File: src/rtl/core/emot_ram.sv
// Generic single write port, single read port RAM with registered read.
// No dependencies.
`default_nettype none

module emot_ram #(
   parameter int unsigned WIDTH = 8,
   parameter int unsigned DEPTH = 16
) (
   input  wire logic                     clock,
   input  wire logic                     wr_en,
   input  wire logic [$clog2(DEPTH)-1:0] wr_addr,
   input  wire logic [WIDTH-1:0]         wr_data,
   input  wire logic [$clog2(DEPTH)-1:0] rd_addr,
   output logic      [WIDTH-1:0]         rd_data
);

   logic [WIDTH-1:0] mem [DEPTH];

   // write port and registered read
   always_ff @(posedge clock) begin
      if (wr_en) begin
         mem[wr_addr] <= wr_data;
      end
      rd_data <= mem[rd_addr];
   end

endmodule

`default_nettype wire

File: config.mk
export PLATFORM = sky130hd
export DESIGN_NAME = emot_ram
export DESIGN_NICKNAME = d
export VERILOG_FILES = /design/src/rtl/core/emot_ram.sv
export SDC_FILE = /design/constraint.sdc
export NUM_CORES = 1
export LEC_CHECK = 0
export BUFFER_PORTS_ARGS = -buffer_cell sky130_fd_sc_hd__buf_2
export CORE_MARGIN = 5
export CORE_UTILIZATION = 56
export DETAILED_ROUTE_END_ITERATION = 10
export PLACE_DENSITY_LB_ADDON = 0.1
export SETUP_SLACK_MARGIN = 0.05
export SLEW_MARGIN = 10
export SYNTH_ARGS = -nofsm -noshare
export SYNTH_HDL_FRONTEND = slang
export SYNTH_SLANG_ARGS = --single-unit
File: constraint.sdc
create_clock -name clock -period 5.37 [get_ports clock]
set_input_delay 1.074 -clock clock [delete_from_list [all_inputs] [get_ports clock]]
set_output_delay 1.074 -clock clock [all_outputs]
set_load 0.01 [all_outputs]
==> metrics.md, run 1 <==
| Metric | Value |
|---|---|
| Via count | `~2400` |
| Die Width | `106 µm` |
| Slew @ Worst Pin | `roughly 1.1 ns` |
| Crit-path cells | `buf_2, mux4_1, a22oi_1, nand2_1` |
| Critical Path Sink Type | `flop` |
| WP data required | `roughly 5.8 ns` |
| Initial DRC Count | `about 170` |
| Detailed placement HPWL | `approximately 5900 µm` |
| Cell area after layout | `approximately 5900 µm²` |
| Row count | `35` |
| Congestion Overflow GR | `0` |
| Largest net degree at the start of global routing | `33` |
| Synth-to-Final Area Change | `15.5%` |
| Synth cell types | `19` |
| Met2 Use GR | `28.6%` |
| Worst path max stage delay | `just under 0.8 ns` |
| Fmax | `391 MHz` |
| Final hold viol count | `0` |
| Startpoint types | `primary input` |
| Internal power | `about 2.0 mW` |
| Reg2reg end | `rd_data[7]` |
| Synth Net Count | `around 250` |
| Syn Area/Cell | `roughly 22 µm²` |
| Clock skew | `just over 0.01 ns` |
| H-tree depth | `4` |
| TritonRoute pass-1 iters | `5` |
| Sequential share of the synthesized area | `between 70 and 80%` |
| Slowest CP cell | `buf_2` |
| DRT Wirelength | `between 9000 and 10000 µm` |
| Worst Hold End | `rd_data[2]` |
| Die area | `approximately 11000 µm²` |
| Port buffer count | `25` |
| CTS Buf Count | `17` |
| Initial Utilization | `a little under three fifths` |
| CTS tree | `done` |
| Sw Pwr | `between 0.4 and 0.5 mW` |
| Leakage | `2.00 nW` |
| Insertion delay to the later sink of the worst-skew pair | `0.51 ns` |
| CP Max Fanout | `32` |
| Total core area | `9110 µm²` |
| Clock tree root buffer cell | `clkbuf_8` |
| Final Setup Violations | `0` |
| Setup TNS | `0 ns` |
| Post-CTS Hold Buffers | `0` |
| Hold path depth | `3` |
| First-pass GRT wire length | `~15000 µm` |
| CP top delay family | `buffers and inverters` |
| Synth Register Bits | `~140` |
| GRT Total Usage | `19.3%` |
| Minimum clock period | `2.55 ns` |
| Post-Syn Instances | `229` |
| Critical R2R Launch | `mem[11][7]` |
| Buf+Inv Stages, Crit Path | `1` |
| RSZ-0062 raised after global routing | `no` |
| Clk sinks | `136` |
| Post-CTS Setup Inserts | `0` |
| Slack of the worst reg-to-reg path | `slightly below 4 ns` |
| Final nets | `283` |
| Fin. max-slew vios | `0` |
| IO Count | `26` |
| Non-Filler Instances | `around 390` |
| Hold crit path type | `flop to flop` |
| Diode count | `0` |
| Combinational share of power | `4.3%` |
| Critical path class | `primary input to flop` |
| WP data arrival | `2.94 ns` |
| Total power | `~2.5 mW` |
| Worst ir drop on vdd | `0.239 mV` |
| Vias in the first global route | `roughly 2600` |
| Sequential Power Share | `between 40% and 50%` |
| Crit share post-route | `between 40% and 50%` |
| Worst slack at placement | `between 2 and 2.5 ns` |
| CTS clk-pin slew, worst paths | `0.06 ns` |
| Sw Ratio | `around a fifth` |
| Final GP Congestion | `0.759` |
| Post-CTS Resized | `0` |
| Pwr Density | `approximately 410 nW/µm²` |
| Met3 GRT Util | `5.02%` |
| Final Util | `65.3%` |
| Post-placement cell area | `about 5400 µm²` |
| Final worst slack | `2.82 ns` |
| Hold Startpoint | `mem[12][2]` |
| Avg WL per Cell | `25.0 µm` |
| Clock power frac | `a little under half` |
| GRT Max-Usage Layer | `met2` |
| Post-route ant nets | `0` |
| Synth Cell Area | `between 5000 and 6000 µm²` |
| Antenna violations before repair | `0` |
| Chip height | `roughly 110 µm` |
| Synth warnings | `0` |
| WHS | `slightly below 0.7 ns` |
| Worst reg2reg path depth | `3` |
| Dpl cells | `357` |
| DRC Markers | `0` |
| Worst relative slew slack | `29.1%` |
| CTS Buffer Depth | `2` |
| Status | `finished clean` |
| Layout cell share with drive strength beyond 1 | `27.0%` |
| Met1 GRT Util | `around 28%` |
| MaxCap Viol Count | `0` |
| Vias/cell | `6.19` |
-- synthesized netlist by cell type (all sizes together) --
cell type	instances	area [µm²]
buf	7	56.3
nand2	9	33.8
clkdlybuf4s25	3	30.0
and2b	1	7.51
a22oi	16	120
nor2b	1	6.26
or3b	1	8.76
edfxtp	128	3840
nand3b	2	15.0
and2	1	6.26
nand3	1	5.00
nor3	4	20.0
nor2	13	48.8
dfxtp	8	160
mux4	32	773
nand2b	2	12.5
-- kinds of logic (layout without fill, tap and decap cells) --
family / after synthesis / after routing / synth area share (%)
AOI/OAI and AO/OA: 16 / 16 / 2.33
buffers and inverters: 10 / 59 / 1.68
DFF: 136 / 136 / 77.8
muxes: 32 / 32 / 15.0
and+or+nand+nor: 35 / 35 / 3.18
-- flip-flops by register name, indices dropped and copies added (netlist names) --
signal   cells
mem        128
rd_data      8
-- cells in the final DEF (no fill, tap or decap), drive strengths merged --
master / n
a22oi: 16
and2: 1
and2b: 1
buf: 27
bufinv: 4
clkbuf: 22
clkinv: 5
clkinvlp: 1
dfxtp: 8
edfxtp: 128
mux4: 32
nand2: 9
nand2b: 2
nand3: 1
nand3b: 2
nor2: 13
nor2b: 1
nor3: 4
or3b: 1
-- metal layers --
layer  share of wire, %  vias up
li1                   -     1048
met1                 45     1242
met2                 47      101
met3                6.0       18
met4                1.5        0
met5                  0        -
-- power groups by stage --
stage / logic [mW] / clock network (mW) / registers (mW)
2_1_floorplan: 0.0602 / 0 / 1.22
3_3_place_gp: 0.105 / 0 / 1.22
3_5_place_dp: 0.108 / 0 / 1.22
4_1_cts: 0.108 / 1.17 / 1.19
5_1_grt: 0.116 / 1.22 / 1.20
6_report: 0.106 / 1.16 / 1.19
-- final cells by class --
type | count | area [µm²]
clock buffers | 22 | 443
flip-flops and latches | 136 | 4000
fillers | 594 | 3160
well taps | 111 | 139
multi-input cells | 83 | 1070
clock inverters | 10 | 151
repair buffers | 27 | 140
-- how the worst max path moves through the flow --
stage	cells after the start	startpoint	slack (ns)	endpoint
floorplan	2	wr_addr[2]	2.80	mem[0][0]
global placement	3	wr_addr[2]	2.24	mem[0][2]
detailed placement	4	rd_addr[0]	2.25	rd_data[0]
CTS	4	rd_addr[0]	2.79	rd_data[0]
global route	4	rd_addr[0]	2.67	rd_data[7]
finish	4	rd_addr[0]	2.82	rd_data[5]
-- worst min-delay path, cell delays in order (launching register included) --
cell,delay [ns]
edfxtp_1,0.32
mux4_2,0.23
a22oi_1,0.06
nand2_1,0.05
Note: power is estimated with default switching activity, not from simulation.
==> inputs of run 2 (changes only) <==
Settings changed: CORE_UTILIZATION 56 to 54.
Clock period 5.37 ns to 2.3 ns, I/O delays scaled along.
==> metrics.md, run 2 (same netlist as run 1, synthesis figures left out) <==
| Metric | Value |
|---|---|
| Status | `finished clean` |
| Initial DRC Count | `170 (-1.2%)` |
| CTS tree | `done` |
| Clk sinks | `136 (unchanged)` |
| Vias in the first global route | `2526 (-2.1%)` |
| Die Width | `108 µm (+1.7%)` |
| Final GP Congestion | `0.722 (-4.8%)` |
| Post-CTS Hold Buffers | `0 (unchanged)` |
| Most common cell after layout, fill and taps aside | `edfxtp_1` |
| Synth-to-Final Area Change | `18.0%` |
| DRC Markers | `0 (unchanged)` |
| Regs by FF count | `mem: 128 flops, rd_data: 8 flops` |
| Biggest register | `mem` |
| Startpoint types | `flop` |
| Antenna violations before repair | `0 (unchanged)` |
| Initial Utilization | `55.4% (-1.1 points)` |
| Port buffer count | `25 (unchanged)` |
| WP data arrival | `0.97 ns (-1.97 ns)` |
| Pwr Density | `902 nW/µm² (+120%)` |
| WP data required | `1.84 ns (-3.92 ns)` |
| Slowest CP cell | `dfxtp_1` |
| CTS Buf Count | `17 (unchanged)` |
| DRT Wirelength | `9800 µm (+0.69%)` |
| Insertion delay to the later sink of the worst-skew pair | `0.51 ns (about the same)` |
| TritonRoute pass-1 iters | `4 (-1)` |
| RSZ-0062 raised after global routing | `no` |
| Met1 wire length | `4340 µm (-1.1%)` |
| Chip height | `108 µm (+1.7%)` |
| Worst path max stage delay | `0.33 ns (-0.45 ns)` |
| Max reg flops | `128 (unchanged)` |
| Critical path class | `flop to output pin` |
| Crit share post-route | `~62%` |
| MaxCap Viol Count | `0 (unchanged)` |
| Post-CTS Resized | `0 (unchanged)` |
| Detailed placement HPWL | `6040 µm (+3.1%)` |
| Uppermost layer routed | `met4` |
| Most frequent cells in the layout | `128 x edfxtp_1, 25 x buf_2, 19 x buf_4` |
| CTS clk-pin slew, worst paths | `0.07 ns (about the same)` |
| CTS Buffer Depth | `2 (unchanged)` |
| Slew @ Worst Pin | `0.436 ns (-0.627 ns)` |
| Minimum clock period | `around 1.4 ns` |
| Via count | `2395 (-0.58%)` |
| CP Max Fanout | `1 (-97%)` |
| Largest net degree at the start of global routing | `33 (unchanged)` |
| Critical Path Sink Type | `output pin` |
| Post-route ant nets | `0 (unchanged)` |
| Final hold viol count | `0 (unchanged)` |
| First-pass GRT wire length | `15100 µm (-1.1%)` |
| Clock tree root buffer cell | `clkbuf_8` |
| GRT Total Usage | `18.6% (-0.69 points)` |
| Hold crit path type | `primary input to flop` |
| H-tree depth | `4 (unchanged)` |
| Worst ir drop on vdd | `0.585 mV (+140%)` |
| Fin. max-slew vios | `0 (unchanged)` |
| Row count | `35 (unchanged)` |
| Vias/cell | `5.62 (-9.2%)` |
| Final Setup Violations | `0 (unchanged)` |
| Crit-path cells | `buf_2` |
| Leakage | `2.08 nW (+4.2%)` |
| Avg WL per Cell | `23.0 µm (-8.1%)` |
| IO Count | `26 (unchanged)` |
| Post-CTS Setup Inserts | `0 (unchanged)` |
| Layout cell share with drive strength beyond 1 | `32.3% (+5.3 points)` |
| Clock skew | `0.0105 ns (+0.000205 ns)` |
| Diode count | `0 (unchanged)` |
| Fmax | `around 700 MHz` |
| Buf+Inv Stages, Crit Path | `1 (unchanged)` |
| Total core area | `9280 µm² (+1.9%)` |
| Setup TNS | `0 ns (unchanged)` |
| Die area | `11600 µm² (+3.4%)` |
| Final worst slack | `0.870 ns (-1.94 ns)` |
| Worst slack at placement | `0.375 ns (-1.87 ns)` |
| Worst relative slew slack | `70.9% (+42 points)` |
| Congestion Overflow GR | `0 (unchanged)` |
| DR WL met2 | `4810 µm (+4.1%)` |
| Final nets | `302 (+6.7%)` |
| Met3 WL | `591 µm (+1.0%)` |
| CP top delay family | `flip-flops` |
==> run 2: cell types whose count changed in the layout (fill, tap and decap cells not counted), sizes merged <==
cell and change:
bufinv -3, clkinv +3, inv +3, clkinvlp +1
buf +19, clkbuf -4
==> run 2: per-layer routing <==
metal,vias up,global-route usage [%]
met3,5,5.28
met1,1237,27.1
met4,0,5.68
met5,-,0
met2,66,27.6
li1,1087,-
==> run 2: power by group <==
part	switching, mW	leakage (nW)	total (mW)	internal [mW]
sequential	0.0145	1.22	2.79	2.77
combinational	0.148	0.591	0.261	0.113
clock	0.993	0.266	2.43	1.44
==> run 2: final timing paths <==
path | slack [ns] | to | cells past startpoint | from
setup reg to reg | 0.97 | rd_data[4] | 3 | mem[7][4]
hold reg to reg | 0.68 | rd_data[1] | 3 | mem[12][1]
hold / removal | 0.33 | mem[14][5] | 1 | wr_data[5]
setup / recovery | 0.87 | rd_data[3] | 1 | rd_data[3]
==> run 2: area by class of cell <==
class / count / area [µm²]
Fill cell: 655 / 3210
Tap cell: 129 / 161
Multi-Input combinational cell: 83 / 1060
Clock inverter: 14 / 126
Timing Repair Buffer: 46 / 308
Sequential cell: 136 / 4000
Clock buffer: 18 / 418
==> run 2: per-stage QoR <==
| stage | instances | instance area [µm²] | util (%) | hold slack (ns) | total power [mW] |
|---|---|---|---|---|---|
| after CTS | 426 | 6070 | 65.4 | 0.319 | 5.53 |
| after floorplan | 229 | 5150 | - | 0.559 | 2.98 |
| after detailed placement | 394 | 5530 | 59.6 | 0.663 | 3.10 |
| after global placement | 394 | 5530 | 59.6 | 0.648 | 3.10 |
| final | 426 | 6070 | 65.4 | 0.327 | 5.48 |
| after global routing | 426 | 6070 | 65.4 | 0.323 | 5.67 |
==> inputs of run 3 (changes only) <==
Settings changed: ABC_AREA from default to 1, CORE_UTILIZATION 54 to 55.
Clock period 2.3 ns to 1.3 ns, I/O delays scaled along.
==> metrics.md, run 3 <==
| Metric | Value |
|---|---|
| Status | `finished clean` |
| Insertion delay to the later sink of the worst-skew pair | `0.53 ns (+0.02 ns)` |
| Reg2reg end | `rd_data[4]` |
| Non-Filler Instances | `745 (+75%)` |
| Top cells by count, synth | `173 x nand2_1, 128 x edfxtp_1, 100 x inv_1` |
| Vias/cell | `5.10 (-9.2%)` |
| Sw Ratio | `21.3% (+0.23 points)` |
| Buf+Inv Stages, Crit Path | `1 (unchanged)` |
| Levels on crit path | `1 (unchanged)` |
| Critical R2R Launch | `mem[5][4]` |
| Synth-to-Final Area Change | `17.7%` |
| Avg WL per Cell | `17.2 µm (-25%)` |
| Synth Register Bits | `136 (unchanged)` |
| Antenna violations before repair | `0 (unchanged)` |
| Met1 GRT Util | `29.5% (+2.5 points)` |
| Vias in the first global route | `3617 (+43%)` |
| Most frequent cells in the layout | `173 x nand2_1, 128 x edfxtp_1, 100 x inv_1` |
| Largest area contributor in the netlist | `edfxtp_1` |
| CTS clk-pin slew, worst paths | `0.06 ns (about the same)` |
| Worst reg2reg path depth | `6 (+3)` |
| TritonRoute pass-1 iters | `4 (unchanged)` |
| Critical path class | `flop to output pin` |
| Synth warnings | `0 (unchanged)` |
| Final hold viol count | `0 (unchanged)` |
| Sw Pwr | `2.22 mW (+92%)` |
| Worst path max stage delay | `0.35 ns (+0.02 ns)` |
| CP Max Fanout | `1 (unchanged)` |
| Worst relative slew slack | `74.0% (+3.1 points)` |
| Post-Syn Instances | `551 (+140%)` |
| Chip height | `112 µm (+4.4%)` |
| Setup TNS | `0 ns (unchanged)` |
| Crit-path cells | `buf_6` |
| Minimum clock period | `about 1.2 ns` |
| H-tree depth | `4 (unchanged)` |
| Clock power frac | `46.2% (+1.8 points)` |
| Final Util | `66.0% (+0.61 points)` |
| Clock skew | `0.00388 ns (-0.00665 ns)` |
| DRC Markers | `0 (unchanged)` |
| Max reg flops | `128 (unchanged)` |
| Clock tree root buffer cell | `clkbuf_8` |
| Post-CTS Setup Inserts | `0 (unchanged)` |
| Post-CTS Hold Buffers | `0 (unchanged)` |
| FFs w/ async S/R, synth | `0% (unchanged)` |
| CP top delay family | `flip-flops` |
| Yosys top cell area share | `66.7% (-8.0 points)` |
| Slew @ Worst Pin | `0.390 ns (-0.0463 ns)` |
| Most common flop cell mapped by yosys | `edfxtp_1` |
| Startpoint types | `flop` |
| Initial Utilization | `56.1% (+0.67 points)` |
| EDFF count, synth | `128 (unchanged)` |
| Met2 Use GR | `34.8% (+7.2 points)` |
| Synth Cell Area | `5770 µm² (+12%)` |
| Initial DRC Count | `285 (+68%)` |
| Synth cell types | `12 (-7)` |
| Pwr Density | `1530 nW/µm² (+70%)` |
| Clk sinks | `136 (unchanged)` |
| RSZ-0062 raised after global routing | `yes` |
| Slowest CP cell | `dfxtp_2` |
| Die area | `12600 µm² (+9.0%)` |
| Dpl cells | `713 (+81%)` |
| Layout cell share with drive strength beyond 1 | `14.6% (-18 points)` |
| Row count | `37 (+5.7%)` |
| Fill cell count | `830 (+27%)` |
| Worst ir drop on vdd | `0.861 mV (+47%)` |
| Total core area | `10300 µm² (+11%)` |
| Biggest register | `mem` |
| Most common cell after layout, fill and taps aside | `nand2_1` |
| Sequential share of the synthesized area | `69.4% (-8.4 points)` |
| Synth top area cells | `edfxtp_1 67%, nand2_1 11%, nand3_1 8.4%` |
| Detailed placement HPWL | `7700 µm (+27%)` |
| DRT Wirelength | `12800 µm (+31%)` |
| IO Count | `26 (unchanged)` |
| Internal power | `8.19 mW (+89%)` |
| WP data required | `1.04 ns (-0.80 ns)` |
| Fin. max-slew vios | `0 (unchanged)` |
| Largest net degree at the start of global routing | `65 (+97%)` |
| WP data arrival | `0.98 ns (about the same)` |
| Critical Path Sink Type | `output pin` |
| Post-route ant nets | `0 (unchanged)` |
| Critical Path Sink | `rd_data[6]` |
| Combinational share of power | `6.3% (+1.5 points)` |
| Regs by FF count | `mem: 128 flops, rd_data: 8 flops` |
| Diode count | `0 (unchanged)` |
| Congestion Overflow GR | `0 (unchanged)` |
| Top-count cell post-synth | `nand2_1` |
| Slack of the worst reg-to-reg path | `0.26 ns (-0.71 ns)` |
| Synth Net Count | `569 (+130%)` |
| Crit path launch | `rd_data[6]` |
| Syn Area/Cell | `10.5 µm² (-53%)` |
| First-pass GRT wire length | `20200 µm (+34%)` |
| Hold crit path type | `primary input to flop` |
| Final GP Congestion | `0.820 (+14%)` |
| Leakage | `2.97 nW (+43%)` |
| Total power | `10.4 mW (+90%)` |
| CTS Buf Count | `17 (unchanged)` |
| Final Setup Violations | `0 (unchanged)` |
| Final nets | `614 (+100%)` |
| Port buffer count | `25 (unchanged)` |
| Crit share post-route | `between 90% and 100%` |
| Die Width | `112 µm (+4.4%)` |
| GRT Total Usage | `21.7% (+3.2 points)` |
| Met3 GRT Util | `5.66% (+0.38 points)` |
| Via count | `3802 (+59%)` |
| CTS Buffer Depth | `2 (unchanged)` |
| MaxCap Viol Count | `0 (unchanged)` |
| Fmax | `~800 MHz` |
| CTS tree | `done` |
| WHS | `0.120 ns (-0.207 ns)` |
| Sequential Power Share | `47.5% (-3.3 points)` |
| GRT Max-Usage Layer | `met2` |
==> run 3: cell count changes in the layout (fill, tap and decap cells not counted), moves of 4 or more <==
cell,delta
a22oi_1,-16
buf_6,+5
nand2_1,+164
dfxtp_2,+5
buf_2,-5
nor2_1,+4
mux4_1,-14
nand3_1,+96
mux4_2,-18
dfxtp_1,-5
nor3_1,-4
inv_1,+100
==> run 3: worst reg2reg max path, delay by kind of cell (launching register included) <==
family / cells / cell delay [ns]
AND/OR/NAND/NOR: 5 / 0.51
buffers and inverters: 1 / 0.06
flip-flops: 1 / 0.37
==> run 3: worst min-delay path by stage <==
stage	startpoint	to	slack, ns	cells after the start
after floorplan	wr_data[0]	mem[0][0]	0.36	0
after global placement	mem[12][1]	rd_data[1]	0.64	6
after detailed placement	rd_data[0]	rd_data[0]	0.65	1
after CTS	rd_addr[2]	rd_data[3]	0.11	4
after global routing	wr_data[7]	mem[7][7]	0.13	1
final	rd_addr[2]	rd_data[3]	0.12	4
==> run 3: kinds of logic after synthesis <==
family / count (synthesis) / synth area share (%)
buffers and inverters: 126 / 9.52
DFF: 136 / 69.4
and+or+nand+nor: 289 / 21.0
==> run 3: final cells by class <==
class / count / area [µm²] / area share, %
Clock inverter: 12 / 149 / 2.19
Tap cell: 136 / 170 / 2.51
Multi-Input combinational cell: 289 / 1210 / 17.9
Timing Repair Buffer: 50 / 407 / 5.99
Inverter: 102 / 383 / 5.64
Clock buffer: 20 / 455 / 6.71
Sequential cell: 136 / 4010 / 59.1
==> run 3: per-layer routing <==
metal	routed length, µm	up-vias
met2	6340	114
met3	773	19
met1	5520	1804
li1	-	1865
met4	194	0
met5	0	-
==> run 3: power groups by stage <==
stage / combinational [mW] / sequential (mW) / clock [mW]
6_report: 0.655 / 4.94 / 4.81
5_1_grt: 0.722 / 4.95 / 5.11
4_1_cts: 0.659 / 4.94 / 4.86
3_5_place_dp: 0.633 / 5.03 / 0
3_3_place_gp: 0.625 / 5.02 / 0
2_1_floorplan: 0.346 / 5.03 / 0
==> run 3: per-stage QoR <==
step | area, µm² | setup WS (ns)
final | 6790 | 0.0554
after global routing | 6790 | 0.0180
after CTS | 6790 | 0.0255
after detailed placement | 6150 | -0.0383
after global placement | 6150 | -0.0267
after floorplan | 5770 | 0.0892
==> run 3: repair_timing <==
| item | in CTS | in global routing |
|---|---|---|
| gates cloned | 0 | 0 |
| pin swaps | 0 | 0 |
| endpoints found under the setup margin | 5 | 7 |
| resized for setup | 10 | 0 |
